### src/rtl/dspa_pkg.sv
// Shared widths, constants, register indexes and helpers for the dust sensor pulse averager.
package dspa_pkg;

  // Field widths.
  localparam int ADC_W   = 13;
  localparam int GAIN_W  = 16;
  localparam int OFF_W   = 13;
  localparam int WAIT_W  = 16;
  localparam int WIN_W   = 16;
  localparam int CNT_W   = 16;
  localparam int SUM_W   = 32;
  localparam int PM_W    = 10;
  localparam int FRAC_W  = 12;
  localparam int CFG_IDX_W  = 3;
  localparam int CFG_DATA_W = 16;

  // Timing and range constants.
  localparam int TICKS_PER_MS = 1000;
  localparam int MAX_MV       = 4000;
  localparam int WT_W         = 26;
  localparam logic [WT_W-1:0] WT_MAX = {WT_W{1'b1}};

  // Output scaling: pm = 170 * sum / (1000 * count).
  localparam int PM_SCALE  = 170;
  localparam int DEN_SCALE = 1000;
  localparam int KN_W = $clog2(PM_SCALE + 1);
  localparam int KD_W = $clog2(DEN_SCALE + 1);
  localparam int SCALE_STEPS = (KD_W > KN_W) ? KD_W : KN_W;
  localparam int NUM_W = SUM_W + KN_W;
  localparam int DEN_W = CNT_W + KD_W;

  // Multiplier product and scaled value.
  localparam int PROD_W = ADC_W + GAIN_W;
  localparam int SCL_W  = PROD_W - FRAC_W;
  localparam int V_W    = SCL_W + 2;

  // Configuration register indexes.
  localparam logic [CFG_IDX_W-1:0] CFG_WINDOW_MS   = 3'd0;
  localparam logic [CFG_IDX_W-1:0] CFG_GAIN        = 3'd1;
  localparam logic [CFG_IDX_W-1:0] CFG_OFFSET      = 3'd2;
  localparam logic [CFG_IDX_W-1:0] CFG_WAIT_BEFORE = 3'd3;
  localparam logic [CFG_IDX_W-1:0] CFG_WAIT_AFTER  = 3'd4;
  localparam logic [CFG_IDX_W-1:0] CFG_WAIT_OFF    = 3'd5;

  // Pulse phase codes; the unused code behaves like the LED-off phase.
  localparam logic [1:0] PH_BEFORE = 2'd0;
  localparam logic [1:0] PH_AFTER  = 2'd1;
  localparam logic [1:0] PH_OFF    = 2'd2;

  // Window length in ticks, saturated to the window timer range.
  function automatic logic [WT_W-1:0] window_limit(input logic [WIN_W-1:0] ms);
    logic [47:0] prod;
    prod = 48'(ms) * 48'(TICKS_PER_MS);
    if (prod > 48'(WT_MAX)) begin
      return WT_MAX;
    end
    return prod[WT_W-1:0];
  endfunction

endpackage

### src/rtl/dspa_mul.sv
// Bit-serial shift-add multiplier that scales a converter reading by the Q4.12 gain.
module dspa_mul import dspa_pkg::*; (
  input  logic              clk_i,
  input  logic              rst_ni,
  input  logic              start_i,
  input  logic [ADC_W-1:0]  adc_i,
  input  logic [GAIN_W-1:0] gain_i,
  output logic              done_o,
  output logic [SCL_W-1:0]  scaled_o
);

  localparam int STEP_W = $clog2(GAIN_W);

  typedef enum logic [2:0] {
    M_IDLE = 3'b001,
    M_RUN  = 3'b010,
    M_FIN  = 3'b100
  } mul_state_e;

  mul_state_e          st_q, st_d;
  logic [STEP_W-1:0]   step_q, step_d;
  logic [ADC_W-1:0]    a_q, a_d;
  logic [PROD_W-1:0]   p_q, p_d;
  logic [ADC_W:0]      part_sum;

  // The multiplier bits sit in the low half of the product register and
  // leave it one per cycle as partial sums shift in from the top.
  assign part_sum = {1'b0, p_q[PROD_W-1:GAIN_W]} + (p_q[0] ? {1'b0, a_q} : '0);

  always_comb begin
    st_d   = st_q;
    step_d = step_q;
    a_d    = a_q;
    p_d    = p_q;
    unique case (st_q)
      M_IDLE: begin
        if (start_i) begin
          a_d    = adc_i;
          p_d    = {{ADC_W{1'b0}}, gain_i};
          step_d = STEP_W'(GAIN_W - 1);
          st_d   = M_RUN;
        end
      end
      M_RUN: begin
        p_d    = {part_sum, p_q[GAIN_W-1:1]};
        step_d = step_q - 1'b1;
        if (step_q == '0) begin
          st_d = M_FIN;
        end
      end
      M_FIN: begin
        st_d = M_IDLE;
      end
      default: begin
        st_d = M_IDLE;
      end
    endcase
  end

  always_ff @(posedge clk_i or negedge rst_ni) begin
    if (!rst_ni) begin
      st_q <= M_IDLE;
    end else begin
      st_q <= st_d;
    end
  end

  always_ff @(posedge clk_i) begin
    step_q <= step_d;
    a_q    <= a_d;
    p_q    <= p_d;
  end

  assign done_o   = (st_q == M_FIN);
  assign scaled_o = p_q[PROD_W-1:FRAC_W];

endmodule

### src/rtl/dspa_div.sv
// Serial constant scaling of sum and count followed by a restoring bit-serial divider.
module dspa_div import dspa_pkg::*; (
  input  logic             clk_i,
  input  logic             rst_ni,
  input  logic             start_i,
  input  logic [SUM_W-1:0] sum_i,
  input  logic [CNT_W-1:0] count_i,
  output logic             done_o,
  output logic [PM_W-1:0]  pm_o
);

  localparam int STEP_W = $clog2(NUM_W);

  typedef enum logic [3:0] {
    D_IDLE  = 4'b0001,
    D_SCALE = 4'b0010,
    D_DIV   = 4'b0100,
    D_FIN   = 4'b1000
  } div_state_e;

  div_state_e              st_q, st_d;
  logic [STEP_W-1:0]       step_q, step_d;
  logic [SCALE_STEPS-1:0]  kn_q, kn_d, kd_q, kd_d;
  logic [NUM_W-1:0]        xn_q, xn_d, n_q, n_d;
  logic [DEN_W-1:0]        xd_q, xd_d, d_q, d_d;
  logic [DEN_W-1:0]        r_q, r_d;
  logic [DEN_W:0]          trial, diff;

  // One quotient bit per cycle: the next numerator bit joins the remainder.
  assign trial = {r_q, n_q[NUM_W-1]};
  assign diff  = trial - {1'b0, d_q};

  always_comb begin
    st_d   = st_q;
    step_d = step_q;
    kn_d   = kn_q;
    kd_d   = kd_q;
    xn_d   = xn_q;
    n_d    = n_q;
    xd_d   = xd_q;
    d_d    = d_q;
    r_d    = r_q;
    unique case (st_q)
      D_IDLE: begin
        if (start_i) begin
          kn_d   = SCALE_STEPS'(PM_SCALE);
          kd_d   = SCALE_STEPS'(DEN_SCALE);
          xn_d   = NUM_W'(sum_i);
          xd_d   = DEN_W'(count_i);
          n_d    = '0;
          d_d    = '0;
          step_d = STEP_W'(SCALE_STEPS - 1);
          st_d   = D_SCALE;
        end
      end
      D_SCALE: begin
        // Constant multipliers are consumed one bit per cycle.
        if (kn_q[0]) begin
          n_d = n_q + xn_q;
        end
        if (kd_q[0]) begin
          d_d = d_q + xd_q;
        end
        xn_d   = {xn_q[NUM_W-2:0], 1'b0};
        xd_d   = {xd_q[DEN_W-2:0], 1'b0};
        kn_d   = kn_q >> 1;
        kd_d   = kd_q >> 1;
        step_d = step_q - 1'b1;
        if (step_q == '0) begin
          r_d    = '0;
          step_d = STEP_W'(NUM_W - 1);
          st_d   = D_DIV;
        end
      end
      D_DIV: begin
        if (!diff[DEN_W]) begin
          r_d = diff[DEN_W-1:0];
        end else begin
          r_d = trial[DEN_W-1:0];
        end
        n_d    = {n_q[NUM_W-2:0], ~diff[DEN_W]};
        step_d = step_q - 1'b1;
        if (step_q == '0) begin
          st_d = D_FIN;
        end
      end
      D_FIN: begin
        st_d = D_IDLE;
      end
      default: begin
        st_d = D_IDLE;
      end
    endcase
  end

  always_ff @(posedge clk_i or negedge rst_ni) begin
    if (!rst_ni) begin
      st_q <= D_IDLE;
    end else begin
      st_q <= st_d;
    end
  end

  always_ff @(posedge clk_i) begin
    step_q <= step_d;
    kn_q   <= kn_d;
    kd_q   <= kd_d;
    xn_q   <= xn_d;
    n_q    <= n_d;
    xd_q   <= xd_d;
    d_q    <= d_d;
    r_q    <= r_d;
  end

  assign done_o = (st_q == D_FIN);
  // Quotients beyond the output range saturate.
  assign pm_o   = (|n_q[NUM_W-1:PM_W]) ? {PM_W{1'b1}} : n_q[PM_W-1:0];

endmodule

### src/rtl/dust_sensor_pulse_averager.sv
// Top level of the dust sensor pulse averager: control, configuration and output register.
//
// Usage: each input transaction is either a one-microsecond tick (cmd_i = 0)
// or a start command (cmd_i = 1) that opens a new measurement window and
// clears the running sum and count. Every input transaction yields exactly
// one output transaction carrying the LED drive level, the window state, the
// sample count and, at the close of a window with kept samples, the
// particulate value with pm_valid_o set.
// Flow: a plain tick or a start passes from the accepting edge through the
// output state into the output register once that register is free. A tick
// that captures a valid reading first runs the 16-step bit-serial gain
// multiplier and the accumulate state. A tick that closes a window with
// samples first runs serial constant scaling and the bit-serial restoring divider.
// Throughput: one item at a time; in_stall_o is high while an item is at
// work. The output register lets the next item enter while a result waits.
// A stalled output holds its transaction; the core then waits before it
// writes the next result. Configuration writes are always ready and take
// effect at once; they are meant to be issued while the block is idle.
// Reset: the window is closed, counters are clear, and the registers take
// their default values (5000 ms window, unity gain, 280/40/9680 us waits).
module dust_sensor_pulse_averager import dspa_pkg::*; (
  input  logic                  clk_i,
  input  logic                  rst_ni,
  input  logic                  in_valid_i,
  output logic                  in_stall_o,
  input  logic                  cmd_i,
  input  logic [ADC_W-1:0]      adc_mv_i,
  input  logic                  adc_valid_i,
  output logic                  out_valid_o,
  input  logic                  out_stall_i,
  output logic                  led_on_o,
  output logic                  pm_valid_o,
  output logic [PM_W-1:0]       pm_value_o,
  output logic                  sampling_o,
  output logic [CNT_W-1:0]      sample_count_o,
  input  logic                  cfg_valid_i,
  output logic                  cfg_ready_o,
  input  logic [CFG_IDX_W-1:0]  cfg_index_i,
  input  logic [CFG_DATA_W-1:0] cfg_data_i
);

  typedef enum logic [4:0] {
    ST_IDLE = 5'b00001,
    ST_MUL  = 5'b00010,
    ST_ACC  = 5'b00100,
    ST_DIV  = 5'b01000,
    ST_OUT  = 5'b10000
  } top_state_e;

  // Configuration registers. The window limit is kept in ticks.
  logic [WT_W-1:0]    lim_q;
  logic [GAIN_W-1:0]  gain_q;
  logic [OFF_W-1:0]   offset_q;
  logic [WAIT_W-1:0]  wait_before_q, wait_after_q, wait_off_q;
  logic               cfg_we;

  // Measurement state.
  top_state_e         st_q, st_d;
  logic               open_q, open_d;
  logic [1:0]         phase_q, phase_d;
  logic [WAIT_W-1:0]  ptim_q, ptim_d;
  logic [WT_W-1:0]    wtim_q, wtim_d, wt_inc;
  logic [CNT_W-1:0]   cnt_q, cnt_d;
  logic [SUM_W-1:0]   sum_q, sum_d;
  logic               pmv_q, pmv_d;
  logic [PM_W-1:0]    pmval_q, pmval_d;
  logic [V_W-1:0]     v_q, v_d;
  logic [WAIT_W-1:0]  wait_sel;

  // Serial units.
  logic               mul_start, mul_done;
  logic [SCL_W-1:0]   mul_scaled;
  logic               div_start, div_done;
  logic [PM_W-1:0]    div_pm;

  // Output register.
  logic               out_valid_q;
  logic               out_load;
  logic               led_q, pmv_out_q, sampling_q;
  logic [PM_W-1:0]    pmval_out_q;
  logic [CNT_W-1:0]   cnt_out_q;

  assign cfg_ready_o = 1'b1;
  assign cfg_we      = cfg_valid_i && cfg_ready_o;

  always_ff @(posedge clk_i or negedge rst_ni) begin
    if (!rst_ni) begin
      lim_q         <= window_limit(WIN_W'(5000));
      gain_q        <= GAIN_W'(4096);
      offset_q      <= '0;
      wait_before_q <= WAIT_W'(280);
      wait_after_q  <= WAIT_W'(40);
      wait_off_q    <= WAIT_W'(9680);
    end else if (cfg_we) begin
      unique case (cfg_index_i)
        CFG_WINDOW_MS:   lim_q         <= window_limit(cfg_data_i[WIN_W-1:0]);
        CFG_GAIN:        gain_q        <= cfg_data_i[GAIN_W-1:0];
        CFG_OFFSET:      offset_q      <= cfg_data_i[OFF_W-1:0];
        CFG_WAIT_BEFORE: wait_before_q <= cfg_data_i[WAIT_W-1:0];
        CFG_WAIT_AFTER:  wait_after_q  <= cfg_data_i[WAIT_W-1:0];
        CFG_WAIT_OFF:    wait_off_q    <= cfg_data_i[WAIT_W-1:0];
        default: begin
        end
      endcase
    end
  end

  // The phase timer is compared against the wait of the current phase.
  always_comb begin
    case (phase_q)
      PH_BEFORE: wait_sel = wait_before_q;
      PH_AFTER:  wait_sel = wait_after_q;
      default:   wait_sel = wait_off_q;
    endcase
  end

  assign wt_inc     = (wtim_q == WT_MAX) ? wtim_q : wtim_q + 1'b1;
  assign in_stall_o = (st_q != ST_IDLE);

  always_comb begin
    st_d      = st_q;
    open_d    = open_q;
    phase_d   = phase_q;
    ptim_d    = ptim_q;
    wtim_d    = wtim_q;
    cnt_d     = cnt_q;
    sum_d     = sum_q;
    pmv_d     = pmv_q;
    pmval_d   = pmval_q;
    v_d       = v_q;
    mul_start = 1'b0;
    div_start = 1'b0;
    unique case (st_q)
      ST_IDLE: begin
        if (in_valid_i) begin
          pmv_d   = 1'b0;
          pmval_d = '0;
          st_d    = ST_OUT;
          if (cmd_i) begin
            // A start restarts the window even when one is already open.
            open_d  = 1'b1;
            phase_d = PH_BEFORE;
            ptim_d  = '0;
            wtim_d  = '0;
            cnt_d   = '0;
            sum_d   = '0;
          end else if (open_q) begin
            wtim_d = wt_inc;
            if (ptim_q < wait_sel) begin
              ptim_d = ptim_q + 1'b1;
            end else begin
              ptim_d = '0;
              case (phase_q)
                PH_BEFORE: begin
                  // The capture happens as the before-sample phase ends.
                  phase_d = PH_AFTER;
                  if (adc_valid_i && (cnt_q != {CNT_W{1'b1}})) begin
                    mul_start = 1'b1;
                    st_d      = ST_MUL;
                  end
                end
                PH_AFTER: begin
                  phase_d = PH_OFF;
                end
                default: begin
                  // End of a pulse cycle: the window may close here.
                  phase_d = PH_BEFORE;
                  if (wt_inc >= lim_q) begin
                    open_d = 1'b0;
                    if (cnt_q != '0) begin
                      div_start = 1'b1;
                      st_d      = ST_DIV;
                    end
                  end
                end
              endcase
            end
          end
        end
      end
      ST_MUL: begin
        if (mul_done) begin
          v_d  = {2'b00, mul_scaled} - {{(V_W - OFF_W){offset_q[OFF_W-1]}}, offset_q};
          st_d = ST_ACC;
        end
      end
      ST_ACC: begin
        // Keep the sample only if it lies within zero to the full-scale limit.
        if (!v_q[V_W-1] && (v_q[V_W-2:0] <= (V_W - 1)'(MAX_MV))) begin
          cnt_d = cnt_q + 1'b1;
          sum_d = sum_q + SUM_W'(v_q[V_W-2:0]);
        end
        st_d = ST_OUT;
      end
      ST_DIV: begin
        if (div_done) begin
          pmv_d   = 1'b1;
          pmval_d = div_pm;
          st_d    = ST_OUT;
        end
      end
      ST_OUT: begin
        if (!out_valid_q || !out_stall_i) begin
          st_d = ST_IDLE;
        end
      end
      default: begin
        st_d = ST_IDLE;
      end
    endcase
  end

  always_ff @(posedge clk_i or negedge rst_ni) begin
    if (!rst_ni) begin
      st_q    <= ST_IDLE;
      open_q  <= 1'b0;
      phase_q <= PH_BEFORE;
      ptim_q  <= '0;
      wtim_q  <= '0;
      cnt_q   <= '0;
      sum_q   <= '0;
      pmv_q   <= 1'b0;
      pmval_q <= '0;
    end else begin
      st_q    <= st_d;
      open_q  <= open_d;
      phase_q <= phase_d;
      ptim_q  <= ptim_d;
      wtim_q  <= wtim_d;
      cnt_q   <= cnt_d;
      sum_q   <= sum_d;
      pmv_q   <= pmv_d;
      pmval_q <= pmval_d;
    end
  end

  always_ff @(posedge clk_i) begin
    v_q <= v_d;
  end

  dspa_mul u_mul (
    .clk_i    (clk_i),
    .rst_ni   (rst_ni),
    .start_i  (mul_start),
    .adc_i    (adc_mv_i),
    .gain_i   (gain_q),
    .done_o   (mul_done),
    .scaled_o (mul_scaled)
  );

  dspa_div u_div (
    .clk_i   (clk_i),
    .rst_ni  (rst_ni),
    .start_i (div_start),
    .sum_i   (sum_q),
    .count_i (cnt_q),
    .done_o  (div_done),
    .pm_o    (div_pm)
  );

  // The result leaves the core only when the output register is free or
  // being emptied in the same cycle.
  assign out_load = (st_q == ST_OUT) && (!out_valid_q || !out_stall_i);

  always_ff @(posedge clk_i or negedge rst_ni) begin
    if (!rst_ni) begin
      out_valid_q <= 1'b0;
    end else if (out_load) begin
      out_valid_q <= 1'b1;
    end else if (!out_stall_i) begin
      out_valid_q <= 1'b0;
    end
  end

  always_ff @(posedge clk_i) begin
    if (out_load) begin
      led_q       <= open_q && (phase_q == PH_BEFORE || phase_q == PH_AFTER);
      pmv_out_q   <= pmv_q;
      pmval_out_q <= pmval_q;
      sampling_q  <= open_q;
      cnt_out_q   <= cnt_q;
    end
  end

  assign out_valid_o    = out_valid_q;
  assign led_on_o       = led_q;
  assign pm_valid_o     = pmv_out_q;
  assign pm_value_o     = pmval_out_q;
  assign sampling_o     = sampling_q;
  assign sample_count_o = cnt_out_q;

endmodule

### config.mk
export PLATFORM = sky130hd
export DESIGN_NAME = dust_sensor_pulse_averager
export DESIGN_NICKNAME = d
export VERILOG_FILES = /design/src/rtl/dspa_pkg.sv /design/src/rtl/dspa_mul.sv /design/src/rtl/dspa_div.sv /design/src/rtl/dust_sensor_pulse_averager.sv
export SDC_FILE = /design/constraint.sdc
export NUM_CORES = 1
export LEC_CHECK = 0
export CAP_MARGIN = 20
export CORE_ASPECT_RATIO = 1.2
export CORE_MARGIN = 1
export CORE_UTILIZATION = 55
export CTS_BUF_LIST = sky130_fd_sc_hd__clkbuf_4 sky130_fd_sc_hd__clkbuf_8
export DETAILED_ROUTE_END_ITERATION = 6
export DONT_BUFFER_PORTS = 1
export PLACE_DENSITY = 0.77
export SLEW_MARGIN = 10
export SYNTH_ARGS = -nofsm -noshare
export SYNTH_HDL_FRONTEND = slang
export SYNTH_SLANG_ARGS = --single-unit
### constraint.sdc
create_clock -name clk_i -period 8 [get_ports clk_i]
set_input_delay 0.4 -clock clk_i [delete_from_list [all_inputs] [get_ports clk_i]]
set_output_delay 0.4 -clock clk_i [all_outputs]
set_load 0.1 [all_outputs]
==> results of run 1 <==
==> synthesized netlist by cell type, types with 23 or more instances <==
cell type  count  share of area (%)
nand2_1      383                4.7
edfxtp_1     276                 27
ha_1         237                9.7
nor2_1       226                2.8
o21ai_0      197                3.2
dfrtp_1      194                 16
a21oi_1      168                2.7
inv_1        160                2.0
xnor2_1       88                2.5
clkbuf_1      81               0.99
xor2_1        74                2.1
nand3_1       72                1.2
a21o_1        68                1.7
mux2_2        67                2.5
fa_1          60                3.9
nor3_1        58               0.95
and2_1        53                1.1
mux2i_1       42                1.4
nand4_1       36               0.74
nand2b_1      33               0.67
o31ai_1       30               0.74
and3_1        29               0.59
or3_1         25               0.51
nor2b_1       24               0.49
o21a_1        24               0.59
dfstp_2       23                2.0
==> repair_timing <==
action | 4_1_cts | 5_1_grt
setup endpoints to repair | 0 | 0
endpoints found under the hold margin | 315 | 0
hold buffers | 35 | 0
==> sequential cells by signal (all words and copies together), names as in the netlist, 19 cells and up <==
name        cells
lim_q          23
wtim_q         26
u_div.xn_q     40
u_mul.p_q      29
u_div.n_q      40
v_q            19
sum_q          32
u_div.xd_q     26
u_div.d_q      26
u_div.r_q      26
==> metrics by stage <==
stage	cell area, µm²	cells	util (%)
after global routing	33700	3848	61.3
after detailed placement	31300	3657	57.0
after global placement	31300	3657	57.0
final	33700	3848	61.3
after CTS	33600	3842	61.1
after floorplan	30600	3015	-
==> routing by layer <==
layer / vias to the layer above / track usage [%] / part of all wire (%) / wire length (µm)
li1: 10900 / - / - / -
met1: 11200 / 31.4 / 43 / 30100
met2: 629 / 43.1 / 49 / 34600
met3: 153 / 4.53 / 5.5 / 3860
met4: 4 / 9.82 / 3.0 / 2150
met5: - / 0 / 0.023 / 16
==> power by group <==
part	internal, mW	switching (mW)
registers	2.89	0.301
logic	0.657	0.909
clock network	1.52	1.07
==> cells by family (layout without fill, tap and decap cells) <==
| kind of cell | count (synthesis) | count (layout) |
|---|---|---|
| adders and majority gates | 297 | 297 |
| other | 1 | 2 |
| xor gates and xnor gates | 162 | 162 |
| muxes | 109 | 109 |
| and+or+nand+nor | 1039 | 1039 |
| AOI/OAI and AO/OA | 660 | 660 |
| buffers and inverters | 254 | 366 |
| DFF | 493 | 493 |
==> critical path: stages, from the launching register on <==
cell and delay, ps:
dfrtp_1 490, and4_1 270, nand4_1 130, or4_1 700, and4_1 350, and4_1 250
xor2_1 160, ha_1 300, nand4_1 130, nor4_1 310, a2111oi_2 160, o21ai_1 180
a21oi_2 110, nor4_1 780, or2_4 540, buf_16 330
==> cells in the final DEF (no fill, tap or decap), types with 42 or more instances in the layout <==
cell type / synthesis / routed
nand2_1: 383 / 383
edfxtp_1: 276 / 276
ha_1: 237 / 237
nor2_1: 226 / 226
o21ai_0: 197 / 196
dfrtp_1: 194 / 194
a21oi_1: 168 / 167
inv_1: 160 / 159
clkbuf_8: 0 / 91
xnor2_1: 88 / 88
xor2_1: 74 / 74
nand3_1: 72 / 72
a21o_1: 68 / 68
mux2_2: 67 / 67
fa_1: 60 / 60
nor3_1: 58 / 58
and2_1: 53 / 53
mux2i_1: 42 / 42
==> worst min-delay path by stage <==
stage	start	end	slack, ps	cells after the start
3_5_place_dp	rst_ni	gain_q[10]	110	0
5_1_grt	out_stall_i	sample_count_o[9]	4	1
2_1_floorplan	rst_ni	cnt_q[0]	100	0
6_report	out_stall_i	sample_count_o[8]	50	1
3_3_place_gp	rst_ni	gain_q[10]	120	0
4_1_cts	cmd_i	st_q[4]	90	3
==> area by class of cell <==
class                      count  area (µm²)
clock buffer                 112        1410
clock inverter                38         505
tap                          720         901
inverter                     160         601
antenna                        1        2.50
fill                        4361       21300
multi-input combinational   2268       15900
sequential                   493       13700
timing repair buffer          56         578
==> metrics, run 1 <==
status=complete, no violations; routed wire length per instance=18.4 µm; number of vias per cell=5.95; postcts setup bufs=0; Clock Skews=49.6 ps; Max IR drop VDD=0.195 mV; largest family of logic cells by synthesized area=simple AND/OR/NAND/NOR gates; XOR/XNOR share of the synthesized area=4.63%; Port-buffer cells=0; total number of vias=22900; Clock Latency Late Sink=690 ps; Crit path arrival time=5880 ps; Placer Congestion=0.923; H-tree levels=3; initial core utilization=55.8%; CTS tree=yes; total CTS buffers=80; critical path peak fanout=59; minimum clock period=5560 ps; cell area after synthesis=30600 µm²; Post-Syn Nets=3351; register clock-pin slew on the reported worst setup and hold paths=60 ps; TritonCTS Sinks=493; Relative slew margins=22.2%; PwrDens=218 nW/µm²; period utilisation layout=69.5%; setup TNS=0 ps; mux share of post-synthesis cell area=3.84%; sequential share of the synthesized area=44.9%; Cells after Synth=3015; Die Width=217 µm; GRT Util Overall=25.1%; DRC Markers=0; Max Slew Vio Count=0; fraction of the mapped netlist area in adder cells=13.6%; Hold WC Path Type=in2reg; initial antenna violation count=3; worst r2r path cells=15; final hold violation count=0; number of synthesized flops with an enable pin=276; #FFs+latches synth=493; Routed WL=70.6 mm; Setup crit end=u_div.xn_q[13]; static leakage=14.1 nW; CP required=8320 ps; Core Area=54900 µm²; post-synthesis compound-gate area fraction=13.6%; CP Launch Type=flip-flop; Top FF cell, synth=edfxtp_1; Initial DRC Count=1477; Die ar.=56600 µm²; vias in the first global route=22800; # setup viols final=0; Netlist cell types=80; r2r endpoint=u_div.xn_q[13]; FF-to-FF setup slack=2440 ps; Synth Area in Simple Gates=16.2%; pre-CTS setup slack=2240 ps; nets=3395; max cap viols=0; start point of the critical path=wtim_q[16]; number of I/O pins=71; Tightest Pin Transition=1170 ps; Syn. warnings=0; deepest clock path buffer count=3; total grt overflow=0; syn avg cell area=10.2 µm²; std cell rows=94; Crit. End Element=flip-flop; largest net degree at the start of global routing=218; first-pass detailed-route iteration total=5; RSZ-0062 raised after global routing=no; Final WS setup=2440 ps; Post-synth ARST share=44.0%; RR Startpoint=wtim_q[16]; Max Clock Freq=180 MHz; layout cell share with drive strength beyond 1=9.37%; CTS resizes=0; worst hold slack=49.8 ps; Area Overhead vs Synth=9.91%; global-route wire length before repair=114 mm; HPWL after DPL=49.5 mm; Die Span Y=261 µm; Pwr Total=7.35 mW; Antenna Nets Post-Route=0; CTS root buffer=clkbuf_8; critical path class=reg2reg
Note: power is estimated with default switching activity, not from simulation.
==> inputs of run 2 (changes only) <==
ABC_AREA = 1   (was unset)
clock period = 5.7 ns   (was 8 ns; I/O delays follow)
==> metrics, run 2 <==
status=complete, no violations; post-synthesis compound-gate area fraction=15.0%; routed wire length per instance=16.9 µm; Post-synth ARST share=44.0%; syn avg cell area=8.48 µm²; Clock Skews=31.8 ps; Commonest cells post-synth=789 x nand2_1, 469 x inv_1, 376 x o21ai_0; minimum clock period=4630 ps; Die Width=222 µm; final hold violation count=0; setup TNS=0 ps; period utilisation layout=81.3%; cell area after synthesis=31800 µm²; H-tree levels=3; Top delay family on crit path=simple AND/OR/NAND/NOR gates; Top FF cell, synth=edfxtp_1; Initial DRC Count=1895; PwrDens=329 nW/µm²; Relative slew margins=27.9%; largest registers=u_div.n_q: 40 flops, u_div.xn_q: 40 flops, sum_q: 32 flops; Area Overhead vs Synth=9.36%; initial core utilization=55.7%; CTS root buffer=clkbuf_8; total number of vias=25700; DP Cell Count=4422; Hold WC Path Type=in2reg; Die Span Y=266 µm; vias in the first global route=25300; Routed WL=77.8 mm; CP Launch Type=flip-flop; Netlist cell types=64; register clock-pin slew on the reported worst setup and hold paths=70 ps; CP required=6040 ps; nets=4148; fraction of the mapped netlist area in adder cells=13.1%; Port-buffer cells=0; Max IR drop VDD=0.311 mV; largest family of logic cells by synthesized area=simple AND/OR/NAND/NOR gates; Pwr Total=11.5 mW; HP Start=out_stall_i; Crit path arrival time=4980 ps; #FFs+latches synth=493; initial antenna violation count=3; global-route wire length before repair=127 mm; start point of the critical path=wtim_q[0]; max cap viols=0; number of synthesized flops with an enable pin=276; CP max stage delay=460 ps; HPWL after DPL=57.1 mm; Crit. End Element=flip-flop; XOR/XNOR share of the synthesized area=3.21%; Cells after Synth=3754; critical path peak fanout=45; Finished Core Util=60.9%; critical path class=reg2reg; Synth Area in Simple Gates=18.9%; Max Slew Vio Count=0; CTS tree=yes; number of I/O pins=71; Core Area=57200 µm²; layout cell share with drive strength beyond 1=6.60%; sequential share of the synthesized area=43.2%; Post-Syn Nets=4090; Syn. warnings=0; postcts setup bufs=0; Clock Latency Late Sink=690 ps; largest net degree at the start of global routing=218; Layout Cells excl Fill=4614; Die ar.=58900 µm²; Synth top area share=26.0%; count leader, synth=nand2_1; std cell rows=96; Tightest Pin Transition=1080 ps; deepest clock path buffer count=3; RSZ-0062 raised after global routing=no; crit path buf inv count=2; TritonCTS Sinks=493; synth top area cells=edfxtp_1 26%, dfrtp_1 15%, ha_1 9.3%; leading area contributor after synthesis=edfxtp_1; # setup viols final=0; mux share of post-synthesis cell area=0%; Max Clock Freq=216 MHz; DRC Markers=0; Antenna Nets Post-Route=0; number of vias per cell=5.58; slowest CP cell=nand2_4; total CTS buffers=83; Placer Congestion=0.958; commonest non-fill, non-tap cells in the layout=788 x nand2_1, 469 x inv_1, 376 x o21ai_0; GRT Util Overall=26.8%; total grt overflow=0; RR Startpoint=wtim_q[0]; commonest non-fill, non-tap cell in the layout=nand2_1; static leakage=15.6 nW; first-pass detailed-route iteration total=6
[run 2: cell count changes in the layout (fill, tap and decap cells not counted), sizes merged, moves of 52 or more]
cell	before	now
nand2	383	799
inv	164	477
o21ai	199	390
a21oi	170	290
nor2	226	333
mux2	67	0
nand3	73	137
and2	54	2
[run 2: logic make-up (layout without fill, tap and decap cells)]
family	after synthesis	count (layout)
and+or+nand+nor	1427	1427
xor gates and xnor gates	116	116
buffers and inverters	556	680
other	1	2
AOI/OAI and AO/OA	864	864
adders and majority gates	297	297
DFF	493	493
[run 2: worst reg2reg max path: stages (launching register included)]
cell	delay (ps)
dfrtp_1	410
ha_1	250
inv_1	100
nor2_4	60
nand2_2	80
nor2_1	40
nand2_1	130
nor2_4	60
nand4_4	110
nand2_2	80
nor2_1	290
nand3_2	110
xnor2_1	160
ha_1	340
nand4_1	180
nor2_1	200
nand3_1	90
nor2_1	100
nand2_1	70
nor2_2	110
nor2_2	50
nor2_2	100
nand2_1	100
nor2_2	120
nand3_2	140
nand2_4	460
buf_12	330
[run 2: layout make-up]
| class | instances | area [µm²] |
|---|---|---|
| Antenna cell | 1 | 2.50 |
| Clock buffer | 128 | 1590 |
| Clock inverter | 23 | 184 |
| Fill cell | 5055 | 22400 |
| Inverter | 476 | 1790 |
| Multi-Input combinational cell | 2705 | 16000 |
| Sequential cell | 493 | 13700 |
| Tap cell | 735 | 920 |
| Timing Repair Buffer | 53 | 578 |
[run 2: power breakdown]
| part | internal (mW) | switching (mW) |
|---|---|---|
| Combinational | 1.20 | 2.07 |
| Clock | 1.88 | 1.49 |
| Sequential | 4.20 | 0.620 |
[run 2: through the flow]
| step | worst slack (ps) | cell area (µm²) | hold WS, ps |
|---|---|---|---|
| floorplan | 541 | 31800 | -10.6 |
| finish | 1070 | 34800 | 47.2 |
| global route | 632 | 34800 | 33.0 |
| detailed placement | 1100 | 32600 | 6.76 |
| CTS | 1070 | 34700 | 4.99 |
| global placement | 1210 | 32600 | 8.81 |
[run 2: layer usage]
metal	routed length (µm)	share of wire, %	up-vias	GRT usage, %
li1	-	-	12800	-
met2	37400	48	746	45.7
met5	28	0.036	-	0
met4	2930	3.8	4	11.4
met3	4500	5.8	179	3.93
met1	33000	42	12000	34.0
[run 2: path summary, 6_finish.rpt]
path	end	slack, ps	cells past startpoint
max in group asynchronous	sum_q[7]	4440	3
hold / removal	led_on_o	50	1
min in group asynchronous	wtim_q[21]	160	2
setup / recovery	u_div.xn_q[13]	1070	26
setup reg to reg	u_div.xn_q[13]	1070	26
hold reg to reg	pm_value_o[1]	450	0
[run 2: timing repair]
action,in CTS,in global routing
hold endpoints to repair,323,0
hold buffers,36,0
resized for setup,0,0
